### src/rtl/ifhe_pkg.sv
// Types and constants for the Ethernet/IPv4 flow header extractor.
package ifhe_pkg;

  localparam int unsigned OffsetLimit  = 78;
  localparam int unsigned EthHdrLen    = 14;
  localparam int unsigned QueueDepth   = 2;

  localparam logic [15:0] EthertypeIpv4 = 16'h0800;
  localparam logic [7:0]  ProtoTcp      = 8'd6;
  localparam logic [7:0]  ProtoUdp      = 8'd17;
  localparam logic [3:0]  IpVersion4    = 4'd4;

  typedef struct packed {
    logic [7:0] frame_byte;
    logic       end_of_frame;
  } in_item_t;

  typedef struct packed {
    logic [47:0] dest_mac;
    logic [47:0] source_mac;
    logic [31:0] source_ip;
    logic [31:0] dest_ip;
    logic [15:0] source_port;
    logic [15:0] dest_port;
    logic [7:0]  ip_protocol;
    logic [16:0] frame_bytes;
  } out_item_t;

  typedef struct packed {
    logic [47:0] dest_mac;
    logic [47:0] source_mac;
    logic [31:0] source_ip;
    logic [31:0] dest_ip;
    logic [31:0] port_bytes;
    logic        ports_ok;
    logic [7:0]  ip_protocol;
    logic [15:0] total_length;
  } rec_t;

endpackage

### src/rtl/ifhe_front.sv
// Front end: byte offset counting, header capture and record classification.
module ifhe_front (
  input  logic              clk_i,
  input  logic              rst_ni,
  input  logic              in_valid_i,
  output logic              in_ready_o,
  input  ifhe_pkg::in_item_t in_data_i,
  input  logic              q_full_i,
  output logic              push_o,
  output ifhe_pkg::rec_t    rec_o
);
  import ifhe_pkg::*;

  localparam logic [6:0] OffLim = 7'(OffsetLimit);
  localparam logic [6:0] HdrLen = 7'(EthHdrLen);

  logic [6:0]  off_q, off_d;
  logic [47:0] dmac_q, dmac_d, smac_q, smac_d;
  logic [15:0] etype_q, etype_d, tlen_q, tlen_d;
  logic [7:0]  vihl_q, vihl_d, proto_q, proto_d;
  logic [31:0] sip_q, sip_d, dip_q, dip_d, pbytes_q, pbytes_d;
  logic [6:0]  ps_d, len;
  logic        in_fire, in_range, emit;
  logic [7:0]  b;

  assign in_ready_o = !q_full_i;
  assign in_fire    = in_valid_i && in_ready_o;
  assign b          = in_data_i.frame_byte;
  assign in_range   = off_q < OffLim;
  assign ps_d       = HdrLen + {1'b0, vihl_d[3:0], 2'b00};
  assign len        = in_range ? off_q + 7'd1 : OffLim;

  always_comb begin
    dmac_d   = dmac_q;
    smac_d   = smac_q;
    etype_d  = etype_q;
    vihl_d   = vihl_q;
    tlen_d   = tlen_q;
    proto_d  = proto_q;
    sip_d    = sip_q;
    dip_d    = dip_q;
    pbytes_d = pbytes_q;
    if (in_range) begin
      if (off_q inside {[7'd0:7'd5]}) begin
        dmac_d = {dmac_q[39:0], b};
      end else if (off_q inside {[7'd6:7'd11]}) begin
        smac_d = {smac_q[39:0], b};
      end else if (off_q inside {[7'd12:7'd13]}) begin
        etype_d = {etype_q[7:0], b};
      end else if (off_q == 7'd14) begin
        vihl_d = b;
      end else if (off_q inside {[7'd16:7'd17]}) begin
        tlen_d = {tlen_q[7:0], b};
      end else if (off_q == 7'd23) begin
        proto_d = b;
      end else if (off_q inside {[7'd26:7'd29]}) begin
        sip_d = {sip_q[23:0], b};
      end else if (off_q inside {[7'd30:7'd33]}) begin
        dip_d = {dip_q[23:0], b};
      end
      if (off_q >= ps_d && off_q < ps_d + 7'd4) begin
        pbytes_d = {pbytes_q[23:0], b};
      end
    end
  end

  always_comb begin
    if (!in_fire) begin
      off_d = off_q;
    end else if (in_data_i.end_of_frame) begin
      off_d = '0;
    end else if (in_range) begin
      off_d = off_q + 7'd1;
    end else begin
      off_d = off_q;
    end
  end

  assign emit = (len >= HdrLen) && (etype_d == EthertypeIpv4) && (len >= 7'd34) &&
                (vihl_d[7:4] == IpVersion4) && (len >= ps_d);

  assign push_o = in_fire && in_data_i.end_of_frame && emit;

  always_comb begin
    rec_o.dest_mac     = dmac_d;
    rec_o.source_mac   = smac_d;
    rec_o.source_ip    = sip_d;
    rec_o.dest_ip      = dip_d;
    rec_o.port_bytes   = pbytes_d;
    rec_o.ports_ok     = (len >= ps_d + 7'd4) && (proto_d == ProtoTcp || proto_d == ProtoUdp);
    rec_o.ip_protocol  = proto_d;
    rec_o.total_length = tlen_d;
  end

  always_ff @(posedge clk_i or negedge rst_ni) begin
    if (!rst_ni) begin
      off_q <= '0;
    end else begin
      off_q <= off_d;
    end
  end

  always_ff @(posedge clk_i) begin
    if (in_fire) begin
      dmac_q   <= dmac_d;
      smac_q   <= smac_d;
      etype_q  <= etype_d;
      vihl_q   <= vihl_d;
      tlen_q   <= tlen_d;
      proto_q  <= proto_d;
      sip_q    <= sip_d;
      dip_q    <= dip_d;
      pbytes_q <= pbytes_d;
    end
  end

  a_off_sat: assert property (@(posedge clk_i) disable iff (!rst_ni)
    off_q <= OffLim) else $error("byte offset past limit");
  a_eof_clr: assert property (@(posedge clk_i) disable iff (!rst_ni)
    in_fire && in_data_i.end_of_frame |=> off_q == 7'd0)
    else $error("offset not cleared at frame end");
  a_push_eof: assert property (@(posedge clk_i) disable iff (!rst_ni)
    push_o |-> len >= 7'd34) else $error("record from short frame");

endmodule

### src/rtl/ifhe_queue.sv
// Short record queue between the front and back ends.
module ifhe_queue #(
  parameter int unsigned Depth = ifhe_pkg::QueueDepth
) (
  input  logic           clk_i,
  input  logic           rst_ni,
  input  logic           push_i,
  input  ifhe_pkg::rec_t push_data_i,
  output logic           full_o,
  output logic           empty_o,
  input  logic           pop_i,
  output ifhe_pkg::rec_t pop_data_o
);
  import ifhe_pkg::*;

  localparam int unsigned PtrW = (Depth > 1) ? $clog2(Depth) : 1;
  localparam int unsigned CntW = $clog2(Depth + 1);
  localparam logic [PtrW-1:0] LastPtr = PtrW'(Depth - 1);
  localparam logic [CntW-1:0] FullCnt = CntW'(Depth);

  rec_t            mem_q [Depth];
  logic [PtrW-1:0] wr_q, wr_d, rd_q, rd_d;
  logic [CntW-1:0] cnt_q, cnt_d;

  assign full_o     = cnt_q == FullCnt;
  assign empty_o    = cnt_q == '0;
  assign pop_data_o = mem_q[rd_q];

  assign wr_d  = push_i ? ((wr_q == LastPtr) ? '0 : wr_q + 1'b1) : wr_q;
  assign rd_d  = pop_i  ? ((rd_q == LastPtr) ? '0 : rd_q + 1'b1) : rd_q;
  assign cnt_d = cnt_q + CntW'(push_i) - CntW'(pop_i);

  always_ff @(posedge clk_i or negedge rst_ni) begin
    if (!rst_ni) begin
      wr_q  <= '0;
      rd_q  <= '0;
      cnt_q <= '0;
    end else begin
      wr_q  <= wr_d;
      rd_q  <= rd_d;
      cnt_q <= cnt_d;
    end
  end

  always_ff @(posedge clk_i) begin
    if (push_i) begin
      mem_q[wr_q] <= push_data_i;
    end
  end

  a_no_ovf: assert property (@(posedge clk_i) disable iff (!rst_ni)
    push_i |-> !full_o) else $error("push into full queue");
  a_no_unf: assert property (@(posedge clk_i) disable iff (!rst_ni)
    pop_i |-> !empty_o) else $error("pop from empty queue");
  a_cnt: assert property (@(posedge clk_i) disable iff (!rst_ni)
    cnt_q <= FullCnt) else $error("queue count out of range");

endmodule

### src/rtl/ifhe_back.sv
// Back end: port selection, byte count and output register.
module ifhe_back (
  input  logic                clk_i,
  input  logic                rst_ni,
  input  logic                q_empty_i,
  input  ifhe_pkg::rec_t      q_data_i,
  output logic                pop_o,
  output logic                out_valid_o,
  input  logic                out_ready_i,
  output ifhe_pkg::out_item_t out_data_o
);
  import ifhe_pkg::*;

  logic      vld_q, vld_d;
  out_item_t out_q, out_d;

  assign pop_o = !q_empty_i && (!vld_q || out_ready_i);
  assign vld_d = pop_o || (vld_q && !out_ready_i);

  always_comb begin
    out_d.dest_mac    = q_data_i.dest_mac;
    out_d.source_mac  = q_data_i.source_mac;
    out_d.source_ip   = q_data_i.source_ip;
    out_d.dest_ip     = q_data_i.dest_ip;
    out_d.source_port = q_data_i.ports_ok ? q_data_i.port_bytes[31:16] : 16'd0;
    out_d.dest_port   = q_data_i.ports_ok ? q_data_i.port_bytes[15:0] : 16'd0;
    out_d.ip_protocol = q_data_i.ip_protocol;
    out_d.frame_bytes = {1'b0, q_data_i.total_length} + 17'(EthHdrLen);
  end

  always_ff @(posedge clk_i or negedge rst_ni) begin
    if (!rst_ni) begin
      vld_q <= 1'b0;
    end else begin
      vld_q <= vld_d;
    end
  end

  always_ff @(posedge clk_i) begin
    if (pop_o) begin
      out_q <= out_d;
    end
  end

  assign out_valid_o = vld_q;
  assign out_data_o  = out_q;

  a_load: assert property (@(posedge clk_i) disable iff (!rst_ni)
    pop_o |=> vld_q) else $error("popped record not registered");
  a_len: assert property (@(posedge clk_i) disable iff (!rst_ni)
    vld_q |-> out_q.frame_bytes >= 17'(EthHdrLen)) else $error("byte count too small");
  a_ports: assert property (@(posedge clk_i) disable iff (!rst_ni)
    pop_o && !q_data_i.ports_ok |=> out_q.source_port == 16'd0 && out_q.dest_port == 16'd0)
    else $error("ports not cleared");

endmodule

### src/rtl/ipv4_flow_header_extractor_unit.sv
// Top level of the Ethernet/IPv4 flow header extractor.
// Throughput: one frame byte per cycle unless the record queue is full; no gaps between frames.
// A record is written into the queue when its end-of-frame byte is taken, then moves on into
// the output register once that register is empty or its current item is being taken.
// Input stalls only while the record queue is full.
// Reset clears the byte offset, queue pointers and output valid; captured fields are not reset.
module ipv4_flow_header_extractor_unit #(
  parameter int unsigned QueueDepth = ifhe_pkg::QueueDepth
) (
  input  logic                clk_i,
  input  logic                rst_ni,
  input  logic                in_valid_i,
  output logic                in_ready_o,
  input  ifhe_pkg::in_item_t  in_data_i,
  output logic                out_valid_o,
  input  logic                out_ready_i,
  output ifhe_pkg::out_item_t out_data_o
);
  import ifhe_pkg::*;

  logic q_full, q_empty, push, pop;
  rec_t push_rec, pop_rec;

  ifhe_front u_front (
    .clk_i      (clk_i),
    .rst_ni     (rst_ni),
    .in_valid_i (in_valid_i),
    .in_ready_o (in_ready_o),
    .in_data_i  (in_data_i),
    .q_full_i   (q_full),
    .push_o     (push),
    .rec_o      (push_rec)
  );

  ifhe_queue #(
    .Depth (QueueDepth)
  ) u_queue (
    .clk_i       (clk_i),
    .rst_ni      (rst_ni),
    .push_i      (push),
    .push_data_i (push_rec),
    .full_o      (q_full),
    .empty_o     (q_empty),
    .pop_i       (pop),
    .pop_data_o  (pop_rec)
  );

  ifhe_back u_back (
    .clk_i       (clk_i),
    .rst_ni      (rst_ni),
    .q_empty_i   (q_empty),
    .q_data_i    (pop_rec),
    .pop_o       (pop),
    .out_valid_o (out_valid_o),
    .out_ready_i (out_ready_i),
    .out_data_o  (out_data_o)
  );

endmodule
### config.mk
export PLATFORM = sky130hd
export DESIGN_NAME = ipv4_flow_header_extractor_unit
export DESIGN_NICKNAME = d
export VERILOG_FILES = /design/src/rtl/ifhe_pkg.sv /design/src/rtl/ifhe_front.sv /design/src/rtl/ifhe_queue.sv /design/src/rtl/ifhe_back.sv /design/src/rtl/ipv4_flow_header_extractor_unit.sv
export SDC_FILE = /design/constraint.sdc
export NUM_CORES = 1
export LEC_CHECK = 0
export BUFFER_PORTS_ARGS = -buffer_cell sky130_fd_sc_hd__buf_4
export CORE_ASPECT_RATIO = 1.2
export CORE_MARGIN = 5
export CORE_UTILIZATION = 60
export DETAILED_ROUTE_END_ITERATION = 12
export PLACE_DENSITY = 0.79
export SLEW_MARGIN = 5
export SYNTH_ARGS = -nofsm -noshare
export SYNTH_HDL_FRONTEND = slang
export SYNTH_SLANG_ARGS = --single-unit
### constraint.sdc
create_clock -name clk_i -period 38.7 [get_ports clk_i]
set_input_delay 3.87 -clock clk_i [delete_from_list [all_inputs] [get_ports clk_i]]
set_output_delay 3.87 -clock clk_i [all_outputs]
set_load 0.1 [all_outputs]
; ---- Word level (Yosys, flattened, before mapping)
; Memories as Yosys holds them, arrays and structs flattened.
; Cells that the tools add are included.
[word_totals]
mem_bits_ro = 0
memories = 1
latch_bits = 0
register_bits = 469
mem_bits_rw = 434
wordCells = 137
output_inout_bits = 219
inputBits = 13
[classes]
n_div = 0
addsub = 8
muxes = 53
n_eq_ne = 7
shifts = 0
n_reduce_logical = 27
mul = 0
magnitude_cmp = 19
bitwise_logic = 0
[memory_table]
columns = memory, depth, width, read_ports, rd_ports_with_merged_regs, write_ports, line
row1 = u_queue.mem_q, 2, 217, 1, 0, 1, ifhe_queue.sv:21  ; rec_t mem_q [Depth];
[op_table]
columns = cell, n
row1 = 32-bit two-way mux, 19
row2 = 48-bit two-way mux, 5
row3 = 16-bit two-way mux, 10
row4 = 8-bit two-way mux, 12
row5 = "7-bit by 5-bit greater-or-equal comparator with 1-bit output, second input constant", 3
row6 = 7-bit greater-or-equal comparator, 3
row7 = 7-bit two-way mux, 3
row8 = "16-bit by 4-bit adder with 17-bit output, second input constant", 1
row9 = 1-bit logical AND, 17
row10 = "16-bit by 12-bit equality test with 1-bit output, second input constant", 1
row11 = "7-bit by 4-bit greater-or-equal comparator with 1-bit output, second input constant", 2
row12 = "7-bit by 4-bit less-or-equal comparator with 1-bit output, second input constant", 2
row13 = "7-bit by 5-bit less-or-equal comparator with 1-bit output, second input constant", 2
row14 = "8-bit by 3-bit equality test with 1-bit output, second input constant", 1
row15 = "8-bit by 5-bit equality test with 1-bit output, second input constant", 1
row16 = "4-bit by 6-bit adder with 7-bit output, first input constant", 1
row17 = "7-bit by 1-bit adder with 7-bit output, second input constant", 1
row18 = "7-bit by 3-bit adder with 7-bit output, second input constant", 1
row19 = "7-bit by 4-bit equality test with 1-bit output, second input constant", 1
row20 = "7-bit by 5-bit equality test with 1-bit output, second input constant", 1
row21 = "7-bit by 1-bit greater-or-equal comparator with 1-bit output, second input constant", 1
row22 = "7-bit by 3-bit greater-or-equal comparator with 1-bit output, second input constant", 1
row23 = "7-bit by 6-bit greater-or-equal comparator with 1-bit output, second input constant", 1
row24 = "7-bit by 3-bit less-or-equal comparator with 1-bit output, second input constant", 1
row25 = other kinds (14), 23

; ---- Longest topological paths before layout
[logic_depth]
depth_word = 14
mapped_depth = 19

; ---- By module
; A second synthesis with hierarchy kept.
[hier_totals]
hier_cells = 1673
hier_area_um2 = 34917.2
[by_module_without_submodules]
columns = mod, n_inst, seq_area_each_um2, area_each_um2, cells_each
row1 = ifhe_queue, 1, 13132.6, 16244.3, 690
row2 = ifhe_front, 1, 7382.1, 11634.9, 686
row3 = ifhe_back, 1, 6541.3, 7038.0, 297

; ---- Worst setup path before layout
; Ideal clock, no wire load.
[synth_timing]
kind = in2reg
start = in in_valid_i
end = mem u_queue.mem_q[0][0] (netlist bit), enable pin
path_slack_ns = 16.761
arrival_time_ns = 21.115
setup_time_ns = 0.824
t_required_ns = 37.876
path_stages = 7
cell_sequence = and2_1 -> clkbuf_1 -> nand4_1 -> nor2_1 -> nand2_1 -> a211oi_1 -> nor2b_1
[synth_via]
elab_chain_cells = 5
[synth_rtl]
columns = element, line
row1 = from (decl), ipv4_flow_header_extractor_unit.sv:12  ; input logic in_valid_i,
row2 = 1-bit logical AND, ifhe_front.sv:27  ; assign in_fire = in_valid_i && in_ready_o;
row3 = named net u_front.in_fire, ifhe_front.sv:23  ; logic in_fire, in_range, emit;
row4 = 1-bit logical AND (2 in series), ifhe_front.sv:82  ; assign push_o = in_fire && in_data_i.end_of_frame && emit;
row5 = 1-bit two-way mux, ifhe_queue.sv:46  ; if (push_i) begin
row6 = 1-bit two-way mux (implied by the code), ifhe_queue.sv:47  ; mem_q[wr_q] <= push_data_i;
row7 = to (decl), ifhe_queue.sv:21
; The timed path passes the listed nets, and every way through them passes these cells.

; ---- Final worst setup path
[layout_timing]
start = in in_data_i[1] (netlist bit)
end = mem u_queue.mem_q[1][159] (netlist bit), enable pin
[layout_via]
elab_cells_between_ends = 19
classes_between = add/sub (1) / order compare (1) / eq/ne (1) / mux (11) / reduce/logical (5)
[layout_lines]
columns = element, line
row1 = from (decl), ipv4_flow_header_extractor_unit.sv:14  ; input ifhe_pkg::in_item_t in_data_i,
row2 = 8-bit two-way mux, ifhe_front.sv:50  ; end else if (off_q == 7'd14) begin
row3 = 8-bit two-way mux, ifhe_front.sv:48  ; end else if (off_q inside {[7'd12:7'd13]}) begin
row4 = 8-bit two-way mux, ifhe_front.sv:46  ; end else if (off_q inside {[7'd6:7'd11]}) begin
row5 = 8-bit two-way mux, ifhe_front.sv:44  ; if (off_q inside {[7'd0:7'd5]}) begin
row6 = 8-bit two-way mux, ifhe_front.sv:43  ; if (in_range) begin
row7 = named net u_front.vihl_d[0], ifhe_front.sv:20  ; logic [7:0] vihl_q, vihl_d, proto_q, proto_d;
row8 = 4-bit by 6-bit adder with 7-bit output, ifhe_front.sv:30  ; assign ps_d = HdrLen + {1'b0, vihl_d[3:0], 2'b00};
row9 = 7-bit greater-or-equal comparator, ifhe_front.sv:80  ; (vihl_d[7:4] == IpVersion4) && (len >= ps_d);
row10 = 1-bit logical AND, ifhe_front.sv:80
row11 = 1-bit logical AND, ifhe_front.sv:82
row12 = 1-bit two-way mux, ifhe_queue.sv:46
row13 = 1-bit two-way mux (implied by the code), ifhe_queue.sv:47
; The timed path passes the listed nets, and every way through them passes these cells.

==> flow_metrics.py <==
metrics = {
    "run_status": {
        "status": "complete, no violations",
    },
    "logic_synthesis": {
        "synthFlopType": "edfxtp_1",
        "yosys_warnings": 0,
        "post-synth-top-count-cell": "edfxtp_1",
        "synth_top_cells_by_area": "edfxtp_1 78%, mux2_2 12%, mux2i_1 1.3%, mux2_1 1.1%, ha_1 0.91%",
        "synth_common_cells": "891 x edfxtp_1, 366 x mux2_2, 51 x nor2_1",
        "synth_cell_types": 55,
        "syn_area_sq_mm": 0.0342,
        "synthArstFlopShare_pct": 1.33,
        "synth_top_area_cell": "edfxtp_1",
        "synth_top_family_by_area": "multiplexers",
        "syn_nets": 1761,
        "syn_avg_cell_area_sq_um": 19.9,
        "synth_edf_count": 891,
        "ys_ff_latch": 903,
        "synth_compound_area_share_pct": 1.53,
        "synth-xor-area-share_pct": 0.691,
        "synthAdderAreaFrac_pct": 0.943,
        "synth_cells": 1723,
        "yosysSeqAreaShare_pct": 79.0,
        "yosys.area_share.simple_pct": 2.26,
        "synth_top_area_share_pct": 78.2,
        "synthMuxAreaShare_pct": 14.4,
    },
    "placement": {
        "hpwl_um": 39000,
        "place_area_sq_mm": 0.0368,
        "io_buffers": 231,
        "place_congestion": 0.817,
        "post-place-cells": 2642,
    },
    "grt": {
        "track_usage_pct": 20.3,
        "grt_pass1_wl_um": 98300,
        "grt_max_degree": 84,
        "grt_pass1_vias": 16700,
        "antenna_found_initial": 0,
        "gr-total-overflow": 0,
    },
    "floorplanning": {
        "die_area_sq_mm": 0.0619,
        "die_x_um": 228,
        "initial_core_util_pct": 60.2,
        "num_rows": 96,
        "die_h_um": 272,
        "core-area_sq_mm": 0.0568,
        "io_pins": 232,
    },
    "drt": {
        "drtIter0Drc": 1362,
        "vias_per_cell": 5.78,
        "first_pass_iters": 5,
        "vias": 16100,
        "drc": 0,
        "routed_wl_um": 64100,
        "postRouteAntennaNets": 0,
        "routedWlPerCell_um": 23.0,
    },
    "clock_tree": {
        "clk-insertion-delay-late_ps": 610,
        "htreeDepth": 3,
        "clock_sinks": 903,
        "clockBufferDepth": 3,
        "hold_buffers": 0,
        "cts_buffers": 80,
        "path_clk_slew_ps": 60,
        "cts_tree": "built",
        "post_cts_resized": 0,
        "postCtsSetupBuffers": 0,
        "root_buffer": "clkbuf_16",
    },
    "worst_setup_path": {
        "startpoint_type": "primary input",
        "arrival_ps": 8490,
        "r2r_setup_slack_ps": 31760,
        "crit_path_max_fanout": 52,
        "critPathCaptureType": "flip-flop",
        "worstSetupPathType": "in2reg",
        "crit_required_ps": 38930,
    },
    "hold_path": {
        "min_path_type": "reg2reg",
    },
    "sta": {
        "setup_viol": 0,
        "max_freq_mhz": 121,
        "worst_slew_pin_slew_ps": 1090,
        "hold_violations": 0,
        "fin_crit_ps": 8260,
        "relSlewSlack_pct": 26.8,
        "rsz0062_at_grt": "false",
        "finalCritPeriodShare_pct": 21.3,
        "fin_tns_setup_ps": 0,
        "skew_ps": 18.6,
        "drv_slew": 0,
    },
    "layout": {
        "antennaDiodeCount": 0,
        "fillers": 3401,
        "final_core_util_pct": 69.4,
        "stdcell_count": 2783,
        "design_area_sq_mm": 0.0394,
        "final_nets": 2027,
        "drive_gt1_share_pct": 36.3,
        "syn_to_final_growth_pct": 15.2,
    },
    "pwr": {
        "powerDensity_mw_per_mm2": 48.5,
        "ir_drop_uv": 35.4,
        "power.total_w": 0.00191,
        "leakage_nw": 12.3,
    },
    "run": {
        "max-cap-violations": 0,
    },
}
==> metal layers <==
| metal | GRT usage (%) | vias to the layer above | share of wire (%) |
|---|---|---|---|
| li1 | - | 7285 | - |
| met1 | 27.4 | 8228 | 42 |
| met2 | 34.6 | 487 | 51 |
| met3 | 3.35 | 85 | 5.1 |
| met4 | 5.72 | 0 | 2.0 |
| met5 | 0 | - | 0 |
==> worst max-delay path, cell delays in order <==
cell and delay (ps):
buf_4 210, nand2_1 80, nand2_1 210, inv_1 150, ha_1 300, xor2_1 370, ha_1 220, o211ai_1 80
o21ai_0 180, nand3_1 110, a211oi_1 540, and2_4 740, buf_4 710, buf_4 640
==> layout make-up <==
cell class	count	area [sq um]	area share, %
multi-input cells	734	6880	17.4
repair buffers	252	1890	4.80
clock buffers	100	2160	5.48
clock inverters	41	458	1.16
inverters	18	67.6	0.171
flip-flops and latches	903	27100	68.6
well taps	735	920	2.33
==> path summary, 6_finish.rpt <==
kind,start,endpoint,depth (start not counted)
max in group asynchronous,rst_ni,u_queue.rd_q$_DFFE_PN0P_,1
setup / recovery,in_data_i[1],u_queue.mem_q[1][159]$_DFFE_PP_,14
hold / removal,u_queue.cnt_q[1]$_DFF_PN0_,u_queue.cnt_q[1]$_DFF_PN0_,1
hold reg to reg,u_queue.cnt_q[1]$_DFF_PN0_,u_queue.cnt_q[1]$_DFF_PN0_,1
min in group asynchronous,rst_ni,u_back.out_valid_o$_DFF_PN0_,1
setup reg to reg,u_front.off_q[1]$_DFFE_PN0P_,u_queue.mem_q[1][159]$_DFFE_PP_,18
==> per-stage QoR <==
step	worst slack [ps]	hold WS, ps
after global placement	29910	489
after CTS	30430	509
after detailed placement	29800	495
after global routing	30130	528
after floorplan	16760	455
final	30440	501
==> registers in the layout (all words and copies together), names as in the netlist, 8 cells and up <==
register           flops
u_front.proto_q        8
u_back.out_data_o    217
u_queue.mem_q        434
u_front.dip_q         32
u_front.dmac_q        48
u_front.pbytes_q      32
u_front.tlen_q        16
u_front.vihl_q         8
u_front.etype_q       16
u_front.sip_q         32
u_front.smac_q        48
==> layout by cell type, fill, tap and decap left out, types with 3 or more instances in the layout <==
cell type,n
ha_1,25
nand2_1,44
nand4b_1,3
mux2_2,366
nand4_1,4
nor2b_1,11
o21bai_1,3
mux2i_1,45
nor4_1,5
clkinv_1,17
nor3_1,9
xnor2_1,16
a21oi_1,23
a211oi_1,3
inv_1,17
nand3_1,11
nor2_1,51
bufinv_16,10
edfxtp_1,891
clkinv_2,9
a32o_1,3
buf_4,252
o21ai_0,17
xor2_1,11
dfrtp_1,11
mux2_1,32
a21o_1,3
clkbuf_16,84
a32oi_1,7
o211ai_1,3
clkbuf_1,16
and2_1,3
==> cells by family after synthesis <==
kind of cell,after synthesis
buffers and inverters,86
adders and majority gates,26
AOI/OAI and AO/OA,78
DFF,903
xor gates and xnor gates,27
and+or+nand+nor,159
muxes,444
==> power breakdown <==
group          switching [W]  internal [W]
sequential        0.00000666       0.00108
clock               0.000331      0.000463
combinational      0.0000217     0.0000119
No activity file was read; power rests on OpenSTA's default activity.
